==> src/hdl/safe_pkg.sv <==
`timescale 1ns / 1ps
`default_nettype none
// ----------------------------------------------------------------------------
// safe_pkg: shared types and constants for the slot allocator
// Request/response structs, opcode names, sequencer states, datapath widths.
// ----------------------------------------------------------------------------
package safe_pkg;

  localparam int COORD_W = 20;
  localparam int ID_W    = 10;
  localparam int DIFF_W  = COORD_W + 1;      // difference of two coordinates
  localparam int SHR_W   = DIFF_W - 8;       // after the >>> 8
  localparam int PROD_W  = 2 * SHR_W - 1;    // square of a SHR_W-bit signed value
  localparam int DIST_W  = PROD_W + 2;       // sum of three squares

  localparam logic [1:0] MODE_ENABLE  = 2'd0;
  localparam logic [1:0] MODE_DISABLE = 2'd1;
  localparam logic [1:0] MODE_UPDATE  = 2'd2;

  typedef struct packed {
    logic [1:0]                mode;
    logic [ID_W-1:0]           item_id;
    logic                      force_req;
    logic signed [COORD_W-1:0] item_x;
    logic signed [COORD_W-1:0] item_y;
    logic signed [COORD_W-1:0] item_z;
    logic signed [COORD_W-1:0] cam_x;
    logic signed [COORD_W-1:0] cam_y;
    logic signed [COORD_W-1:0] cam_z;
  } req_t;

  typedef struct packed {
    logic            accepted;
    logic [2:0]      slot_index;
    logic            evicted;
    logic [ID_W-1:0] evicted_item;
    logic [3:0]      slots_in_use;
  } rsp_t;

  typedef struct packed {
    logic [ID_W-1:0]           owner;
    logic signed [COORD_W-1:0] pos_x;
    logic signed [COORD_W-1:0] pos_y;
    logic signed [COORD_W-1:0] pos_z;
  } entry_t;

  typedef enum logic [2:0] {
    ST_IDLE,
    ST_SELF,
    ST_SCAN,
    ST_FIN,
    ST_DONE
  } state_t;

endpackage : safe_pkg
`default_nettype wire

==> src/hdl/slot_allocator_farthest_eviction.sv <==
`timescale 1ns / 1ps
`default_nettype none
// ----------------------------------------------------------------------------
// slot_allocator_farthest_eviction: slot table with farthest-slot eviction
// Allocates, frees and repositions item slots; when full, evicts the slot
// farthest from the camera if beyond the requester or forced; one squarer.
// ----------------------------------------------------------------------------
//  channel   ports                 transfer
//  --------  --------------------  -----------------------------------------
//  request   start, busy, req      rising edge with start high, busy low
//  response  done, rsp             one-cycle strobe on done, cannot stall
//
//  A request runs from its transfer to the response transfer through these
//  steps: square the requester, then for each slot close the previous sum
//  and square the slot, close the last sum, commit, and the strobe itself.
//  The steps are set by the single squarer: three axis squares per slot
//  plus a step to close each sum, swept over every slot through the one
//  read port of the slot memory.
//  busy is high from the cycle after a transfer until the response strobe.
//  Reset (rst, synchronous) frees every slot and clears the count; slot
//  contents are not cleared, a free slot's contents never affect a response.
// ----------------------------------------------------------------------------
module slot_allocator_farthest_eviction
  import safe_pkg::*;
#(
  parameter int SLOT_COUNT = 8
) (
  input  wire logic clk,
  input  wire logic rst,
  input  wire logic start,
  output logic      busy,
  input  wire req_t req,
  output logic      done,
  output rsp_t      rsp
);

  localparam int IDX_W = (SLOT_COUNT > 1) ? $clog2(SLOT_COUNT) : 1;
  localparam int CNT_W = $clog2(SLOT_COUNT + 1);

  // sequencer
  state_t state, state_next;
  logic [1:0]       ax;          // phase within a slot: 0 close sum, 1..3 x/y/z
  logic [IDX_W-1:0] idx;         // slot being read
  logic [IDX_W-1:0] prev_idx;    // slot whose sum is closed in phase 0
  logic             last;

  // latched request
  req_t rq;

  // slot table: valid bits in flops, contents in a memory
  logic [SLOT_COUNT-1:0] valid;
  entry_t                mem [SLOT_COUNT];
  entry_t                rd_data;
  logic [CNT_W-1:0]      used_count;
  logic                  full;

  // scan results
  logic             found, free_found, victim_found;
  logic [IDX_W-1:0] found_idx, free_idx, victim_idx;
  logic [ID_W-1:0]  victim_owner;
  logic [DIST_W-1:0] worst;

  // shared squarer and accumulator
  logic signed [COORD_W-1:0] op_p, op_c;
  logic signed [DIFF_W-1:0]  diff;
  logic signed [SHR_W-1:0]   shr;
  logic signed [2*SHR_W-1:0] sq_full;
  logic [PROD_W-1:0]         prod;
  logic [DIST_W-1:0]         acc;
  logic [DIST_W-1:0]         dist_cur;

  // commit
  logic             wr_en, set_v, clr_v;
  logic [IDX_W-1:0] wr_idx;
  logic [CNT_W-1:0] cnt_next;
  rsp_t             rsp_next;
  logic [IDX_W+2:0] slot_ext;
  logic [CNT_W+3:0] cnt_ext;

  assign busy = (state != ST_IDLE);
  assign last = (idx == IDX_W'(SLOT_COUNT - 1));
  assign full = (used_count == CNT_W'(SLOT_COUNT));

  // ---- state register ----
  always_ff @(posedge clk) begin
    if (rst) begin
      state <= ST_IDLE;
    end else begin
      state <= state_next;
    end
  end

  always_comb begin
    state_next = state;
    case (state)
      ST_IDLE: if (start) state_next = ST_SELF;
      ST_SELF: if (ax == 2'd3) state_next = ST_SCAN;
      ST_SCAN: if (ax == 2'd3 && last) state_next = ST_FIN;
      ST_FIN:  state_next = ST_DONE;
      ST_DONE: state_next = ST_IDLE;
      default: state_next = ST_IDLE;
    endcase
  end

  // ---- squarer: requester position in SELF, stored slot otherwise ----
  always_comb begin
    case (ax)
      2'd1:    begin op_p = (state == ST_SELF) ? rq.item_x : rd_data.pos_x; op_c = rq.cam_x; end
      2'd2:    begin op_p = (state == ST_SELF) ? rq.item_y : rd_data.pos_y; op_c = rq.cam_y; end
      default: begin op_p = (state == ST_SELF) ? rq.item_z : rd_data.pos_z; op_c = rq.cam_z; end
    endcase
  end

  assign diff     = DIFF_W'(op_p) - DIFF_W'(op_c);
  assign shr      = diff[DIFF_W-1:8];           // arithmetic >>> 8 (floor)
  assign sq_full  = shr * shr;
  assign dist_cur = acc + DIST_W'(prod);

  // ---- memory read port ----
  always_ff @(posedge clk) begin
    rd_data <= mem[idx];
  end

  // ---- sequencer counters and scan bookkeeping ----
  always_ff @(posedge clk) begin
    if (rst) begin
      ax           <= 2'd0;
      idx          <= '0;
      prev_idx     <= '0;
      found        <= 1'b0;
      free_found   <= 1'b0;
      victim_found <= 1'b0;
    end else begin
      case (state)
        ST_IDLE: begin
          if (start) begin
            rq           <= req;
            ax           <= 2'd1;   // no sum to close before the first square
            idx          <= '0;
            found        <= 1'b0;
            free_found   <= 1'b0;
            victim_found <= 1'b0;
          end
        end
        ST_SELF, ST_SCAN: begin
          ax <= ax + 2'd1;
          if (ax != 2'd0) begin
            prod <= PROD_W'(sq_full);
          end
          if (ax == 2'd2) begin
            acc <= DIST_W'(prod);
          end
          if (ax == 2'd3) begin
            acc      <= dist_cur;
            prev_idx <= idx;
            if (state == ST_SCAN && !last) begin
              idx <= idx + IDX_W'(1);
            end
          end
          // close the previous sum: requester sets the threshold, slots compete
          if (state == ST_SCAN && ax == 2'd0) begin
            if (idx == '0) begin
              worst <= rq.force_req ? '0 : dist_cur;
            end else if (dist_cur > worst) begin
              worst        <= dist_cur;
              victim_found <= 1'b1;
              victim_idx   <= prev_idx;
              victim_owner <= rd_data.owner;
            end
          end
          // owner match and first free slot, data for idx is now in rd_data
          if (state == ST_SCAN && ax == 2'd1) begin
            if (valid[idx] && rd_data.owner == rq.item_id && !found) begin
              found     <= 1'b1;
              found_idx <= idx;
            end
            if (!valid[idx] && !free_found) begin
              free_found <= 1'b1;
              free_idx   <= idx;
            end
          end
        end
        ST_FIN: begin
          if (dist_cur > worst) begin
            worst        <= dist_cur;
            victim_found <= 1'b1;
            victim_idx   <= prev_idx;
            victim_owner <= rd_data.owner;
          end
        end
        default: ;
      endcase
    end
  end

  // ---- decision at the end of the sweep ----
  always_comb begin
    wr_en    = 1'b0;
    set_v    = 1'b0;
    clr_v    = 1'b0;
    wr_idx   = found_idx;
    cnt_next = used_count;
    rsp_next = '0;
    case (rq.mode)
      MODE_ENABLE: begin
        if (found) begin
          wr_en             = 1'b1;
          rsp_next.accepted = 1'b1;
        end else if (free_found) begin
          wr_en             = 1'b1;
          set_v             = 1'b1;
          wr_idx            = free_idx;
          cnt_next          = used_count + CNT_W'(1);
          rsp_next.accepted = 1'b1;
        end else if (full && victim_found) begin
          // eviction keeps the count: one slot out, one in
          wr_en                 = 1'b1;
          set_v                 = 1'b1;
          wr_idx                = victim_idx;
          rsp_next.accepted     = 1'b1;
          rsp_next.evicted      = 1'b1;
          rsp_next.evicted_item = victim_owner;
        end
      end
      MODE_DISABLE: begin
        if (found) begin
          clr_v             = 1'b1;
          cnt_next          = used_count - CNT_W'(1);
          rsp_next.accepted = 1'b1;
        end
      end
      MODE_UPDATE: begin
        if (found) begin
          wr_en             = 1'b1;
          rsp_next.accepted = 1'b1;
        end
      end
      default: ;
    endcase
    slot_ext = {3'b000, wr_idx};
    cnt_ext  = {4'b0000, cnt_next};
    if (rsp_next.accepted) begin
      rsp_next.slot_index = slot_ext[2:0];
    end
    rsp_next.slots_in_use = cnt_ext[3:0];
  end

  // ---- table update and response ----
  always_ff @(posedge clk) begin
    if (state == ST_DONE && wr_en) begin
      mem[wr_idx] <= '{owner: rq.item_id, pos_x: rq.item_x,
                       pos_y: rq.item_y, pos_z: rq.item_z};
    end
  end

  always_ff @(posedge clk) begin
    if (rst) begin
      valid      <= '0;
      used_count <= '0;
      done       <= 1'b0;
    end else begin
      done <= (state == ST_DONE);
      if (state == ST_DONE) begin
        used_count <= cnt_next;
        rsp        <= rsp_next;
        if (set_v) valid[wr_idx] <= 1'b1;
        if (clr_v) valid[wr_idx] <= 1'b0;
      end
    end
  end

endmodule : slot_allocator_farthest_eviction
`default_nettype wire
==> config.mk <==
export PLATFORM = sky130hd
export DESIGN_NAME = slot_allocator_farthest_eviction
export DESIGN_NICKNAME = d
export VERILOG_FILES = /design/src/hdl/safe_pkg.sv /design/src/hdl/slot_allocator_farthest_eviction.sv
export SDC_FILE = /design/constraint.sdc
export NUM_CORES = 1
export LEC_CHECK = 0
export BUFFER_PORTS_ARGS = -buffer_cell sky130_fd_sc_hd__buf_2
export CORE_UTILIZATION = 30
export DETAILED_ROUTE_END_ITERATION = 8
export PLACE_DENSITY = 0.57
export SETUP_SLACK_MARGIN = 0.3
export SYNTH_ARGS = -nofsm -noshare
export SYNTH_HDL_FRONTEND = slang
export SYNTH_SLANG_ARGS = --single-unit
==> constraint.sdc <==
create_clock -name clk -period 12.82 [get_ports clk]
set_input_delay 1.923 -clock clk [delete_from_list [all_inputs] [get_ports clk]]
set_output_delay 1.923 -clock clk [all_outputs]
set_load 0.05 [all_outputs]
Word-level counts from Yosys, hierarchy flattened
Memories as Yosys holds them, arrays and structs flattened. A register that Yosys moved wholly into a read port is not among the register bits.
Index checks and enable logic that the tools add are counted.
{"block": "op_classes", "addsub": 6, "n_mul": 1, "order_cmp": 4, "eq_ne": 22, "muxes": 69, "n_bitwise": 6, "n_reduce_logical": 43}
{"operator": "two-way mux 27 bit", "n": 6}
{"operator": "case mux 20 bit (2 select lines)", "n": 2}
{"operator": "two-way mux 20 bit", "n": 3}
{"operator": "case mux 27 bit (2 select lines)", "n": 1}
{"operator": "two-way mux 3 bit", "n": 13}
{"operator": "two-way mux 8 bit", "n": 4}
{"operator": "two-way mux 10 bit", "n": 3}
{"operator": "AND reduction 4 bit", "n": 7}
{"operator": "adder 27 x 25 -> 27 bit", "n": 1}
{"operator": "> comparator 27 bit", "n": 1}
{"operator": "multiplier 13 x 13 -> 25 bit", "n": 1}
{"operator": "subtractor 20 x 20 -> 21 bit", "n": 1}
{"operator": "case mux 10 bit (2 select lines)", "n": 1}
{"operator": "two-way mux 1 bit", "n": 19}
{"operator": "inequality test 2 bit (second input constant)", "n": 9}
{"operator": "AND reduction 3 bit", "n": 5}
{"operator": "two-way mux 4 bit", "n": 3}
{"operator": "case mux 3 bit (2 select lines)", "n": 2}
{"operator": "case mux 3 bit (4 select lines)", "n": 1}
{"operator": "two-way mux 11 bit", "n": 1}
{"operator": "== test 10 bit", "n": 1}
{"operator": "logical AND 1 bit", "n": 10}
{"operator": "AND 8 bit", "n": 1}
{"operator": "less-than comparator 3 x 4 -> 1 bit (second input constant)", "n": 2}
{"operator": "other kinds (31)", "n": 53}
{"block": "word_totals", "reg_bits": 277, "mem_bits_rw": 560, "input_bits": 136, "word_cells": 183, "mem_count": 1}
{"name": "mem", "words": 8, "width": 70, "rd": 1, "rd_clocked_by_memory_dff": 1, "write_ports": 1, "line": "slot_allocator_farthest_eviction.sv:52", "text": "entry_t mem [SLOT_COUNT];"}

Longest topological paths before layout
{"block": "depth", "ltp_word": 16, "depth_mapped": 41, "mapped_depth_nobuf": 39}

Least setup slack after synthesis
Ideal clock, no wire load.
{"block": "synth_path", "path_kind": "input -> register", "start": "input rst", "end": "register rq[0] (netlist name) (enable)", "arrival_ns": 11.386, "path_slack_ns": 0.646, "cell_stages": 3, "n_path_buf": 2, "cell_sequence": "clkbuf_1 clkbuf_1 nor3_1"}
{"block": "synth_via", "elab_chain_len": 2}
{"item": "start: declaration", "line": "slot_allocator_farthest_eviction.sv:29", "text": "input wire logic rst,"}
{"item": "inverter 1 bit (no source line)"}
{"item": "AND reduction 3 bit (no source line)"}
{"item": "end signal: assignment", "line": "slot_allocator_farthest_eviction.sv:137", "text": "rq <= req;"}
{"item": "end: declaration", "line": "slot_allocator_farthest_eviction.sv:48", "text": "req_t rq;"}
No other way between the ends.
A chain may end at the register's enable or synchronous reset.

Final worst setup path
{"block": "layout_path", "start": "register state[0]", "end": "register prod[23] (data pin)"}
{"block": "layout_via", "elab_chain_len": 5, "elab_cells_between_ends": 7, "classes_between": "add/sub (1); mul (1); eq/ne (1); mux (4)"}
{"item": "start: declaration", "line": "slot_allocator_farthest_eviction.sv:41", "text": "state_t state, state_next;"}
{"item": "start signal: assignment", "line": "slot_allocator_farthest_eviction.sv:89", "text": "state <= state_next;"}
{"item": "== test 3 x 1 -> 1 bit (*)", "line": "slot_allocator_farthest_eviction.sv:108, slot_allocator_farthest_eviction.sv:109, slot_allocator_farthest_eviction.sv:110"}
{"item": "two-way mux 20 bit (on tied branches)", "line": "slot_allocator_farthest_eviction.sv:110, slot_allocator_farthest_eviction.sv:108, slot_allocator_farthest_eviction.sv:109"}
{"item": "case mux 20 bit (2 select lines) (*)", "line": "slot_allocator_farthest_eviction.sv:107", "text": "case (ax)"}
{"item": "subtractor 20 x 20 -> 21 bit (*)", "line": "slot_allocator_farthest_eviction.sv:114", "text": "assign diff = DIFF_W'(op_p) - DIFF_W'(op_c);"}
{"item": "multiplier 13 x 13 -> 25 bit (*)", "line": "slot_allocator_farthest_eviction.sv:116", "text": "assign sq_full = shr * shr;"}
{"item": "net sq_full[23]", "line": "slot_allocator_farthest_eviction.sv:67", "text": "logic signed [2*SHR_W-1:0] sq_full;"}
{"item": "end signal: assignment", "line": "slot_allocator_farthest_eviction.sv:148", "text": "prod <= PROD_W'(sq_full);"}
{"item": "end: declaration", "line": "slot_allocator_farthest_eviction.sv:68", "text": "logic [PROD_W-1:0] prod;"}
Mark *: on every way through the listed nets, which the timed path passes. The rest lies on a longest branch.

==> summary.md <==
| Metric | Value |
|---|---|
| Status | `completed` |
| Crit end category | `flip-flop` |
| Post-Syn Area | `approximately 42000 sq um` |
| Die area | `roughly 140000 sq um` |
| Buf+Inv Stages, Crit Path | `6` |
| Die H | `roughly 380 um` |
| Number of synthesized flops with an enable pin | `809` |
| Predominant post-synthesis flop cell | `edfxtp_1` |
| Initial antenna violation count | `7` |
| Num rows | `about 140` |
| Post-synth cell types | `77` |
| Final setup fails | `0` |
| Slew Viols, Final | `0` |
| Grt met3 use | `2.67%` |
| Hold Crit Class | `reg2reg` |
| Fin crit share | `85.1%` |
| Most used cell, CP | `fa_1` |
| R2r setup slk | `about 1.9 ns` |
| Overall routing resource usage | `13.2%` |
| Overflow after GRT | `0` |
| Post-synthesis register bit count | `approximately 910` |
| Via/cell ratio | `roughly 4.7` |
| Family with the most delay on the worst path | `compound AO/OA/AOI/OAI gates` |
| RSZ-0062 raised after global routing | `false` |
| Final GP Congestion | `around 0.85` |
| DP HPWL | `between 50000 and 60000 um` |
| Clock buffer depth | `3` |
| Antenna diodes | `0` |
| Final Hold Vio Count | `0` |
| Post-layout nets | `~3200` |
| R2R depth | `35` |
| Max-Cap Viols | `0` |
| Mapped Cells | `2616` |
| Setup TNS | `0 ns` |
| Antenna Nets Post-Route | `0` |
| Die Span X | `between 300 and 400 um` |
| Crit path max fanout | `67` |
| Clock transition at path regs | `approximately 0.060 ns` |
| I/O Buffers | `between 150 and 200` |
| M2 GR Usage | `20.8%` |
| Drt pass-1 iters | `6` |
| Crit-path slowest cell | `nor3b_4` |
| H-tree depth | `3` |
| Initial DRC count | `around 1500` |
| Slew HR | `between 20 and 30%` |
| Gr busiest metal | `met2` |
| Skew final | `~0.06 ns` |
| Clock latency on the worst-skew pair | `roughly 0.7 ns` |
| Post-Syn Area per Cell | `around 16 sq um` |
| WL/cell | `roughly 20 um` |
| Area leader, netlist | `edfxtp_1` |
| Synth warn | `0` |
| Post-route DRC | `0` |
| Critical setup path kind | `reg2reg` |
| Global-route wire length before repair | `141000 um` |
| # resized after CTS | `0` |
| Worst Path Arrival | `~11 ns` |
| Top-area cell type share of the netlist area | `58.2%` |
| Via count | `22100` |
| Total Wirelength | `slightly above 90000 um` |
| Initial core utilization | `~30%` |
| I/O pin total | `157` |
| Most common cell in the netlist | `edfxtp_1` |
| Pin count of the biggest net entering global routing | `between 70 and 80` |
| Met1 Use GR | `between 10% and 20%` |
| Core area | `about 140000 sq um` |
| Seq/Total Area, Yosys | `62.9%` |
| Syn Nets | `between 3000 and 4000` |
| Root buf cell | `clkbuf_16` |
| Worst-Margin Slew | `between 1 and 1.5 ns` |
| Share of cells above drive strength 1 | `approximately 23%` |
| Num CTS Buffers | `between 90 and 100` |
| Area growth, synth to finish | `15.1%` |
| Slowest cell delay on critical path | `0.64 ns` |
| Synth top area cells | `edfxtp_1 58%, mux4_2 7.7%, fa_1 6.6%` |
| Async set-reset flop share out of synthesis | `0%` |
| Vias in the first global route | `about 23000` |
| Clk sinks | `slightly above 900` |
| Worst Hold Depth | `0` |
| Startpoint types | `flip-flop` |
| Min Tclk post-route | `roughly 11 ns` |
| Post-CTS setup buffer count | `0` |
| Critical Path RT | `roughly 13 ns` |
| Post-CTS Hold Buffers | `0` |
| Highest Clock Rate | `91.7 MHz` |
| Post-synth top cells | `809 x edfxtp_1, 220 x inv_1, 149 x ha_1` |
| CTS tree | `yes` |
| Worst path depth | `35` |
-- metrics by stage --
step	hold slack, ns	std cells	area, sq um	setup WS, ns	util [%]
6_report	0.444	4689	48000	1.91	34.8
5_1_grt	0.456	4689	48000	1.26	34.8
4_1_cts	0.443	4689	48000	1.94	34.8
3_5_place_dp	0.424	4510	44800	2.02	32.5
3_3_place_gp	0.419	4510	44800	2.21	32.5
2_1_floorplan	0.408	2616	41700	0.646	-
-- path summary, 6_finish.rpt --
kind	from	to
worst min register to register	prev_idx[0]	victim_idx[0]
worst min-delay path	prev_idx[0]	victim_idx[0]
worst max-delay path	state[0]	prod[23]
worst max register to register	state[0]	prod[23]
-- layout make-up --
class / count / area, sq um
Clock inverter: 50 / 626
Tap cell: 1794 / 2240
Fill cell: 13100 / 89800
Clock buffer: 129 / 2610
Sequential cell: 906 / 26200
Inverter: 228 / 856
Multi-Input combinational cell: 1387 / 14400
Timing Repair Buffer: 195 / 1090
-- state kept, by name, summed over array words and instances, names as in the netlist, 2 cells and up --
signal	flops
rsp	19
prod	24
used_count	4
mem	560
found_idx	3
prev_idx	3
acc	27
victim_owner	10
victim_idx	3
rd_data	70
rq	133
state	3
free_idx	3
worst	27
valid	8
idx	3
ax	2
-- layout by cell type (no fill, tap or decap), types with 31 or more instances in the layout --
master / n
clkbuf_16: 95
mux2_2: 125
nand2_1: 116
nor2_1: 124
buf_2: 156
a21oi_1: 82
o21ai_0: 62
edfxtp_1: 809
a22oi_1: 41
mux4_2: 142
inv_1: 220
fa_1: 138
dfxtp_1: 94
buf_4: 38
xnor2_1: 48
ha_1: 145
nor2b_1: 31
a211oi_1: 36
-- routing by layer --
layer,share of wire (%),up-vias
met5,0.080,-
met4,2.8,12
met3,5.5,139
met2,45,527
met1,46,11200
li1,-,10200
-- kinds of logic (layout without fill, tap and decap cells) --
kind of cell	Yosys count	count (layout)	synth area share, %
AOI/OAI and AO/OA	346	346	5.57
xor gates and xnor gates	74	74	1.70
adders and majority gates	287	287	11.1
buffers and inverters	323	602	2.94
DFF	906	906	62.9
muxes	280	280	11.3
other	1	1	0.00898
and+or+nand+nor	399	399	4.49
Power is left out: the tool's default activity adds up to more than one toggle a clock period on the data nets, which glitch-free logic cannot reach.
